<file path="src/sv/assert_macros.svh">
// Assertion helpers for the hasher RTL.
`ifndef ASSERT_MACROS_SVH
`define ASSERT_MACROS_SVH
// Concurrent implication check, disabled during reset.
`define ASSERT_IMPL(lbl, clk, rstn, ante, cons) \
  lbl: assert property (@(posedge clk) disable iff (!rstn) (ante) |-> (cons)) \
    else $error("assertion failed");
// Concurrent next-cycle implication check, disabled during reset.
`define ASSERT_NEXT(lbl, clk, rstn, ante, cons) \
  lbl: assert property (@(posedge clk) disable iff (!rstn) (ante) |=> (cons)) \
    else $error("assertion failed");
`endif

</file>
<file path="src/sv/sha256_pkg.sv">
// ----------------------------------------------------------------------------
// sha256_pkg
// Types, round constants and helper functions for the SHA-256 byte hasher.
// ----------------------------------------------------------------------------
package sha256_pkg;

  typedef struct packed {
    logic [7:0] data_byte;
    logic       byte_valid;
    logic       final_item;
  } in_item_t;

  typedef struct packed {
    logic [63:0] digest_part_0;
    logic [63:0] digest_part_1;
    logic [63:0] digest_part_2;
    logic [63:0] digest_part_3;
  } out_item_t;

  // Control from the top-level sequencer to the compression unit.
  typedef struct packed {
    logic start;
    logic load_iv;
  } cmp_ctrl_t;

  typedef enum logic [2:0] {
    ST_IDLE,
    ST_PAD,
    ST_LEN,
    ST_COMP,
    ST_OUT
  } state_e;

  localparam logic [7:0] PadByte = 8'h80;
  localparam logic [5:0] LenPos  = 6'd56;

  localparam logic [31:0] IV [8] = '{
    32'h6a09e667, 32'hbb67ae85, 32'h3c6ef372, 32'ha54ff53a,
    32'h510e527f, 32'h9b05688c, 32'h1f83d9ab, 32'h5be0cd19};

  localparam logic [31:0] RoundK [64] = '{
    32'h428a2f98,32'h71374491,32'hb5c0fbcf,32'he9b5dba5,32'h3956c25b,32'h59f111f1,
    32'h923f82a4,32'hab1c5ed5,32'hd807aa98,32'h12835b01,32'h243185be,32'h550c7dc3,
    32'h72be5d74,32'h80deb1fe,32'h9bdc06a7,32'hc19bf174,32'he49b69c1,32'hefbe4786,
    32'h0fc19dc6,32'h240ca1cc,32'h2de92c6f,32'h4a7484aa,32'h5cb0a9dc,32'h76f988da,
    32'h983e5152,32'ha831c66d,32'hb00327c8,32'hbf597fc7,32'hc6e00bf3,32'hd5a79147,
    32'h06ca6351,32'h14292967,32'h27b70a85,32'h2e1b2138,32'h4d2c6dfc,32'h53380d13,
    32'h650a7354,32'h766a0abb,32'h81c2c92e,32'h92722c85,32'ha2bfe8a1,32'ha81a664b,
    32'hc24b8b70,32'hc76c51a3,32'hd192e819,32'hd6990624,32'hf40e3585,32'h106aa070,
    32'h19a4c116,32'h1e376c08,32'h2748774c,32'h34b0bcb5,32'h391c0cb3,32'h4ed8aa4a,
    32'h5b9cca4f,32'h682e6ff3,32'h748f82ee,32'h78a5636f,32'h84c87814,32'h8cc70208,
    32'h90befffa,32'ha4506ceb,32'hbef9a3f7,32'hc67178f2};

  function automatic logic [31:0] rotr(input logic [31:0] x, input int unsigned n);
    rotr = (x >> n) | (x << (32 - n));
  endfunction

endpackage

</file>
<file path="src/sv/sha256_compress.sv">
// ----------------------------------------------------------------------------
// sha256_compress
// 64-round compression over a block held in a word memory. One round per
// cycle; message schedule kept in a 16-word sliding window.
// ----------------------------------------------------------------------------
module sha256_compress (
  input  logic                  clk_i,
  input  logic                  rst_ni,
  input  sha256_pkg::cmp_ctrl_t ctrl_i,
  output logic [3:0]            rd_addr_o,
  input  logic [31:0]           rd_data_i,
  output logic                  done_o,
  output logic [255:0]          hash_o
);

  logic [31:0] h_q [8];
  logic [31:0] v_q [8];
  logic [31:0] w_q [16];
  logic [6:0]  cnt_q;
  logic        busy_q;
  logic        fetch_q;
  logic [4:0]  fcnt_q;

  logic [31:0] wi, s0, s1, t1, t2, wnew;
  logic [5:0]  rnd;

  assign rnd = cnt_q[5:0];
  assign rd_addr_o = fcnt_q[3:0];

  always_comb begin
    s0   = sha256_pkg::rotr(w_q[1], 7) ^ sha256_pkg::rotr(w_q[1], 18) ^ (w_q[1] >> 3);
    s1   = sha256_pkg::rotr(w_q[14], 17) ^ sha256_pkg::rotr(w_q[14], 19) ^ (w_q[14] >> 10);
    wnew = w_q[0] + s0 + w_q[9] + s1;
    wi   = w_q[0];
    t1 = v_q[7] + (sha256_pkg::rotr(v_q[4], 6) ^ sha256_pkg::rotr(v_q[4], 11)
         ^ sha256_pkg::rotr(v_q[4], 25)) + ((v_q[4] & v_q[5]) ^ (~v_q[4] & v_q[6]))
         + sha256_pkg::RoundK[rnd] + wi;
    t2 = (sha256_pkg::rotr(v_q[0], 2) ^ sha256_pkg::rotr(v_q[0], 13)
         ^ sha256_pkg::rotr(v_q[0], 22))
         + ((v_q[0] & v_q[1]) ^ (v_q[0] & v_q[2]) ^ (v_q[1] & v_q[2]));
  end

  always_ff @(posedge clk_i or negedge rst_ni) begin
    if (!rst_ni) begin
      busy_q  <= 1'b0;
      fetch_q <= 1'b0;
      fcnt_q  <= '0;
      cnt_q   <= '0;
      done_o  <= 1'b0;
      for (int i = 0; i < 8; i++) h_q[i] <= sha256_pkg::IV[i];
      for (int i = 0; i < 8; i++) v_q[i] <= '0;
      for (int i = 0; i < 16; i++) w_q[i] <= '0;
    end else begin
      done_o <= !busy_q && !fetch_q && (cnt_q == 7'd64);
      if (ctrl_i.load_iv) begin
        for (int i = 0; i < 8; i++) h_q[i] <= sha256_pkg::IV[i];
      end
      if (ctrl_i.start) begin
        fetch_q <= 1'b1;
        fcnt_q  <= '0;
        for (int i = 0; i < 8; i++) v_q[i] <= h_q[i];
      end else if (fetch_q) begin
        // read data arrives the cycle after its address
        fcnt_q <= fcnt_q + 5'd1;
        if (fcnt_q != 5'd0) begin
          for (int i = 0; i < 15; i++) w_q[i] <= w_q[i+1];
          w_q[15] <= rd_data_i;
        end
        if (fcnt_q == 5'd16) begin
          fetch_q <= 1'b0;
          busy_q  <= 1'b1;
          cnt_q   <= '0;
        end
      end else if (busy_q) begin
        for (int i = 0; i < 15; i++) w_q[i] <= w_q[i+1];
        w_q[15] <= wnew;
        v_q[7] <= v_q[6]; v_q[6] <= v_q[5]; v_q[5] <= v_q[4]; v_q[4] <= v_q[3] + t1;
        v_q[3] <= v_q[2]; v_q[2] <= v_q[1]; v_q[1] <= v_q[0]; v_q[0] <= t1 + t2;
        cnt_q <= cnt_q + 7'd1;
        if (cnt_q == 7'd63) begin
          busy_q <= 1'b0;
        end
      end
      if (!busy_q && !fetch_q && cnt_q == 7'd64) begin
        for (int i = 0; i < 8; i++) h_q[i] <= h_q[i] + v_q[i];
        cnt_q <= '0;
      end
    end
  end

  always_comb begin
    for (int i = 0; i < 8; i++) hash_o[255-32*i -: 32] = h_q[i];
  end

endmodule

</file>
<file path="src/sv/sha256_byte_stream_hasher_core.sv">
// A byte without final is written straight into the block memory; each full block adds a
// compression (start, fetch, round and update steps), one round per cycle.
// A final item pads into the block memory one byte per cycle (up to 64 per block),
// then runs one or two compressions; the digest then moves to an output register.
// Input stalls outside idle. Reset: asynchronous active low; hash words return to
// initial values.
// ----------------------------------------------------------------------------
// sha256_byte_stream_hasher_core
// Byte-stream SHA-256: collect bytes in a block memory, pad, compress, emit.
// ----------------------------------------------------------------------------
`include "assert_macros.svh"
module sha256_byte_stream_hasher_core (
  input  logic                  clk_i,
  input  logic                  rst_ni,
  input  logic                  in_valid_i,
  output logic                  in_stall_o,
  input  sha256_pkg::in_item_t  in_data_i,
  output logic                  out_valid_o,
  input  logic                  out_stall_i,
  output sha256_pkg::out_item_t out_data_o
);

  // Block memory: 16 words of 32 bits, byte-writable, one read port.
  logic [31:0] mem [16];
  logic [31:0] mem_rd_q;
  logic [3:0]  rd_addr;
  logic        wr_en;
  logic [5:0]  wr_pos;
  logic [7:0]  wr_byte;

  sha256_pkg::state_e state_q, state_d;
  logic [5:0]  fill_q, fill_d;
  logic [63:0] bits_q, bits_d;
  logic [63:0] total_q, total_d;
  logic        last_q, last_d;   // the running compression is the final one
  logic        done;
  logic [255:0] hash;
  sha256_pkg::cmp_ctrl_t ctrl;
  logic        in_xfer;
  logic        out_busy_q;

  // Padding bookkeeping: has the 0x80 marker been written yet, is a pad due.
  logic pad_pend_q, marker_q;
  logic start_q;

  assign in_xfer = in_valid_i && !in_stall_o;

  sha256_compress u_cmp (
    .clk_i     (clk_i),
    .rst_ni    (rst_ni),
    .ctrl_i    (ctrl),
    .rd_addr_o (rd_addr),
    .rd_data_i (mem_rd_q),
    .done_o    (done),
    .hash_o    (hash)
  );

  // Write one byte, big-endian within the word; register the read.
  always_ff @(posedge clk_i) begin
    if (wr_en) begin
      mem[wr_pos[5:2]][8*(3-wr_pos[1:0]) +: 8] <= wr_byte;
    end
    mem_rd_q <= mem[rd_addr];
  end

  // Next state.
  always_comb begin
    state_d = state_q;
    fill_d  = fill_q;
    bits_d  = bits_q;
    total_d = total_q;
    last_d  = last_q;
    unique case (state_q)
      sha256_pkg::ST_IDLE: begin
        if (in_xfer) begin
          if (in_data_i.byte_valid) begin
            fill_d = fill_q + 6'd1;
            if (fill_q == 6'd63) begin
              bits_d  = bits_q + 64'd512;
              last_d  = 1'b0;
              state_d = sha256_pkg::ST_COMP;
              total_d = bits_q + 64'd512;
            end
          end
          if (in_data_i.final_item) begin
            // hold the bit count: a full block goes first, padding after
            total_d = bits_q + {55'd0, fill_d, 3'd0} + ((in_data_i.byte_valid
                      && fill_q == 6'd63) ? 64'd512 : 64'd0);
            if (!(in_data_i.byte_valid && fill_q == 6'd63)) begin
              state_d = sha256_pkg::ST_PAD;
            end
          end
        end
      end
      sha256_pkg::ST_PAD: begin
        // one pad byte (0x80 when first) per cycle up to the length field, or to the block end
        fill_d = fill_q + 6'd1;
        if (fill_q == 6'd63) begin
          state_d = sha256_pkg::ST_COMP;
          last_d  = 1'b0;
        end else if (fill_q == sha256_pkg::LenPos - 6'd1) begin
          state_d = sha256_pkg::ST_LEN;
        end
      end
      sha256_pkg::ST_LEN: begin
        fill_d = fill_q + 6'd1;
        if (fill_q == 6'd63) begin
          state_d = sha256_pkg::ST_COMP;
          last_d  = 1'b1;
        end
      end
      sha256_pkg::ST_COMP: begin
        if (done) begin
          fill_d = '0;
          if (last_q) begin
            state_d = sha256_pkg::ST_OUT;
          end else if (total_q != bits_q || pad_pend_q) begin
            state_d = sha256_pkg::ST_PAD;
          end else begin
            state_d = sha256_pkg::ST_IDLE;
          end
        end
      end
      sha256_pkg::ST_OUT: begin
        // advance once the output register is free to take the digest
        if (!out_busy_q) begin
          state_d = sha256_pkg::ST_IDLE;
          fill_d  = '0;
          bits_d  = '0;
        end
      end
      default: state_d = sha256_pkg::ST_IDLE;
    endcase
  end

  // Outputs of the sequencer.
  always_comb begin
    wr_en   = 1'b0;
    wr_pos  = fill_q;
    wr_byte = in_data_i.data_byte;
    ctrl    = '0;
    in_stall_o = (state_q != sha256_pkg::ST_IDLE);
    unique case (state_q)
      sha256_pkg::ST_IDLE: wr_en = in_xfer && in_data_i.byte_valid;
      sha256_pkg::ST_PAD: begin
        wr_en   = 1'b1;
        wr_byte = marker_q ? 8'h00 : sha256_pkg::PadByte;
      end
      sha256_pkg::ST_LEN: begin
        wr_en   = 1'b1;
        wr_byte = total_q[8*(7-fill_q[2:0]) +: 8];
      end
      sha256_pkg::ST_COMP: ctrl.start = start_q;
      sha256_pkg::ST_OUT:  ctrl.load_iv = !out_busy_q;
      default: ;
    endcase
  end

  always_ff @(posedge clk_i or negedge rst_ni) begin
    if (!rst_ni) begin
      state_q    <= sha256_pkg::ST_IDLE;
      fill_q     <= '0;
      bits_q     <= '0;
      total_q    <= '0;
      last_q     <= 1'b0;
      pad_pend_q <= 1'b0;
      marker_q   <= 1'b0;
      start_q    <= 1'b0;
      out_busy_q <= 1'b0;
      out_data_o <= '0;
    end else begin
      state_q <= state_d;
      fill_q  <= fill_d;
      bits_q  <= bits_d;
      total_q <= total_d;
      last_q  <= last_d;
      start_q <= (state_d == sha256_pkg::ST_COMP) && (state_q != sha256_pkg::ST_COMP);
      if (state_q == sha256_pkg::ST_IDLE && in_xfer && in_data_i.final_item) begin
        pad_pend_q <= 1'b1;
        marker_q   <= 1'b0;
      end
      if (state_q == sha256_pkg::ST_PAD) begin
        marker_q <= 1'b1;
      end
      if (state_q == sha256_pkg::ST_COMP && done && last_q) begin
        pad_pend_q <= 1'b0;
      end
      // capture the digest while the hash words still hold it
      if (state_q == sha256_pkg::ST_OUT && !out_busy_q) begin
        out_busy_q <= 1'b1;
        out_data_o <= hash;
      end else if (out_valid_o && !out_stall_i) begin
        out_busy_q <= 1'b0;
      end
    end
  end

  assign out_valid_o = out_busy_q;

  `ASSERT_IMPL(a_stall_busy, clk_i, rst_ni, state_q != sha256_pkg::ST_IDLE, in_stall_o)
  `ASSERT_NEXT(a_done_out, clk_i, rst_ni, state_q == sha256_pkg::ST_OUT && !out_busy_q,
               out_valid_o)
  `ASSERT_IMPL(a_len_fill, clk_i, rst_ni, state_q == sha256_pkg::ST_LEN,
               fill_q >= sha256_pkg::LenPos)

endmodule

</file>
<file path="config.mk">
export PLATFORM = sky130hd
export DESIGN_NAME = sha256_byte_stream_hasher_core
export DESIGN_NICKNAME = d
export VERILOG_FILES = /design/src/sv/sha256_pkg.sv /design/src/sv/sha256_compress.sv /design/src/sv/sha256_byte_stream_hasher_core.sv
export VERILOG_INCLUDE_DIRS = /design/src /design/src/sv
export SDC_FILE = /design/constraint.sdc
export NUM_CORES = 2
export LEC_CHECK = 0
export BUFFER_PORTS_ARGS = -buffer_cell sky130_fd_sc_hd__buf_2
export CAP_MARGIN = 20
export CELL_PAD_IN_SITES_DETAIL_PLACEMENT = 1
export CELL_PAD_IN_SITES_GLOBAL_PLACEMENT = 1
export CORE_UTILIZATION = 35
export CTS_CLUSTER_SIZE = 10
export DETAILED_ROUTE_END_ITERATION = 10
export PLACE_DENSITY_LB_ADDON = 0.1
export SLEW_MARGIN = 25
export SYNTH_ARGS = -nofsm -noshare
export SYNTH_HDL_FRONTEND = slang
export SYNTH_SLANG_ARGS = --single-unit
</file>
<file path="constraint.sdc">
create_clock -name clk_i -period 11.33 [get_ports clk_i]
set_input_delay 1.133 -clock clk_i [delete_from_list [all_inputs] [get_ports clk_i]]
set_output_delay 1.133 -clock clk_i [all_outputs]
set_load 0.1 [all_outputs]
</file>
==> results.cfg <==
[outcome]
status = finished, final reports clean

[setup_path]
critPathLaunch = u_cmp.cnt_q[2]
rr_startpoint = u_cmp.cnt_q[2]
cp_max_fo = 20
path_class = flip-flop to flip-flop
r2r_slack_ns = 1.24
start_kind = flip-flop
critPathMaxStageDelay_ns = 0.73
slowest_stage = o21ai_0
crit_path_end = u_cmp.v_q[255]
cp.arrival_ns = 10.82
r2r_end = u_cmp.v_q[255]
cp.required_ns = 12.05
critPathCaptureType = flip-flop
reg2regPathDepth = 34

[synthesis]
synth-seq-area-share_pct = 48.2
synth_edf_count = 512
syn_nets = 11853
synth-seq-cells = 1969
synthXorXnorAreaFrac_pct = 5.58
synth_area_leaders = dfrtp_1 (30%), edfxtp_1 (14%), nand2_1 (11%)
synth-simple-area-share_pct = 17.7
synth_compound_area_share_pct = 12.2
synth_warnings = 0
synth_ff_type = dfrtp_1
syn-cell-area_sq_um = 108000
async_reset_ff_share_pct = 72.4
synth.top_cell.area_share_pct = 30.0
synth_fa_ha_area_share_pct = 8.52
syn_avg_cell_area_sq_um = 9.57
synth_top_family_by_area = simple AND/OR/NAND/NOR gates
syn_inst = 11243
muxShareOfSynthArea_pct = 4.40
synth_cell_types = 99
synth_top_area_cell = dfrtp_1

[finish]
drive_gt1_share_pct = 10.0
multi_input_area_sq_um = 52100
final_common_cell = nand2_1
mostFrequentLayoutCells = nand2_1 (3116), dfrtp_1 (1282), nor2_1 (661), o21ai_0 (608), a21oi_1 (530)
area_growth_pct = 11.7
fillCellCount = 34389
nets = 11782
register_area_sq_um = 51900

[job]
maxCapViolCount = 0

[clock_network]
cts_tree = built
clk_path_buf_depth = 4
clkLatencyLatePin_ns = 0.97
numClockSinks = 1969
postCtsSetupRepairBufs = 0
cts-root-buf = clkbuf_16
clkTransAtPathRegs_ns = 0.06
ctsHoldBuffers = 0
post_cts_resized = 0
htree_levels = 4
cts_made_buffers = 241

[placed_design]
dpl.hpwl_um = 288000
portBuffers = 271
gp_congestion = 0.913

[route]
drc = 0
wl_per_cell_um = 25.8
post_drt_via_cell_ratio = 5.42
drt_iter0_markers = 5889
antenna_left = 0
firstDrtPassIters = 6
vias = 83843
totalWireLength_um = 400000

[grt]
grt_pass1_vias = 87577
grt-ovfl-total = 0
grt_pass1_wl_um = 600000
grt_max_degree = 212
track_usage_pct = 25.7
grt_antenna_before_repair = 9

[floorplanning]
die_h_um = 556
num_rows = 203
die_w_um = 556
initial_core_util_pct = 35.2
die-area_sq_um = 310000
ios = 272
core_area_sq_um = 306000

[pwr]
p_per_area_nw_per_um2 = 124
leakagePower_nw = 55.9
irDropWorstVdd_v = 0.000163

[timing]
setup_viol = 0
fmax_mhz = 99.1
slew-limit-headroom_pct = 20.8
fin_worst_skew_ns = 0.123
fin_crit_sh_pct = 89.1
drv_slew = 0
rsz0062_at_grt = no
worstMarginPinSlew_ns = 1.16
fin_setup_tns_ns = 0
fin_crit_ns = 10.09
hold_ws_ns = 0.234
hold_viol = 0

[min_path]
min_path_type = input port to async pin
==> flip-flops by register name, indices dropped and copies added (netlist names), 5 cells and up <==
register and flops:
u_cmp.v_q 256, mem 512, mem_rd_q 32, u_cmp.cnt_q 7, u_cmp.hash_o 256, u_cmp.w_q 480
total_q 61, out_data_o 256, bits_q 55, fill_q 6, u_cmp.wi 32, u_cmp.fcnt_q 5
==> cells in the mapped netlist, drive strengths merged, types with 19 or more instances <==
master	instances
nand2b	53
buf	75
maj3	25
mux2i	50
o21bai	63
mux4	181
dfxtp	32
o21a	52
xor2	223
edfxtp	512
and2	27
nand4	65
inv	275
nand3	220
nor4	19
o21ai	618
nor2b	57
clkbuf	637
nand2	3118
xnor2	462
fa	195
and3	59
a31oi	279
nor2	681
a21o	195
o31ai	54
or3	48
a211o	20
dfstp	136
a21oi	530
dfrtp	1289
ha	401
a211oi	57
o211ai	30
nor3	180
==> worst min-delay path by stage <==
stage              startpoint        endpoint  slack, ns  cells after the start
2_1_floorplan    mem_rd_q[27]   u_cmp.w_q[27]       0.44                      2
3_3_place_gp     u_cmp.w_q[8]   u_cmp.w_q[40]       0.45                      2
3_5_place_dp   u_cmp.w_q[276]  u_cmp.w_q[308]       0.45                      2
4_1_cts                rst_ni  out_data_o[76]       0.22                      1
5_1_grt                rst_ni  out_data_o[77]       0.24                      1
6_report               rst_ni  out_data_o[76]       0.23                      1
==> critical path: cells and delay by family (launching register included) <==
family	cells	cell delay (ns)
AND/OR/NAND/NOR	5	1.48
AO/OA/AOI/OAI	17	4.20
XOR/XNOR	2	0.43
adder cells (fa/ha/maj)	7	2.74
buffers and inverters	3	0.71
flip-flops	1	0.35
==> metrics by stage <==
step                      setup WS (ns)  area (sq um)  util (%)  instances  total power [mW]
after floorplan                    2.97        108000         -      11243              7.43
after global placement             1.45        113000      36.8      15025              7.57
after detailed placement           1.42        113000      36.8      15026              7.58
after CTS                          1.37        120000      39.3      15473              15.1
after global routing              0.789        120000      39.3      15478              15.4
final                              1.24        120000      39.3      15481              14.9
==> cell families (layout without fill, tap and decap cells) <==
group           after synthesis  in the layout
compound gates             2127           2127
xor+xnor                    685            685
fa+ha+maj                   621            621
buf+inv                     988           1121
flops                      1969           1969
mux                         245            245
other cells                   1              6
simple gates               4607           4607
==> per-layer routing <==
layer  global-route usage [%]  wire length (um)
met5                        0                23
met1                     37.0            189000
met2                     41.0            183000
met4                     7.14             12500
met3                     2.63             15100
==> cell type report <==
| cell class | count | share of cell area, % |
|---|---|---|
| well taps | 4100 | 4.27 |
| multi-input cells | 8286 | 43.4 |
| diodes | 5 | 0.0104 |
| clock inverters | 45 | 0.443 |
| flip-flops and latches | 1969 | 43.1 |
| repair buffers | 398 | 2.13 |
| inverters | 276 | 0.868 |
| clock buffers | 402 | 5.78 |
==> power breakdown <==
part	total [mW]	internal (mW)	switching (mW)
sequential	7.28	7.28	0.000109
clock	7.46	4.29	3.17
combinational	0.161	0.0181	0.143
total	14.9	11.6	3.31
Power figures use the tool's default switching activity.
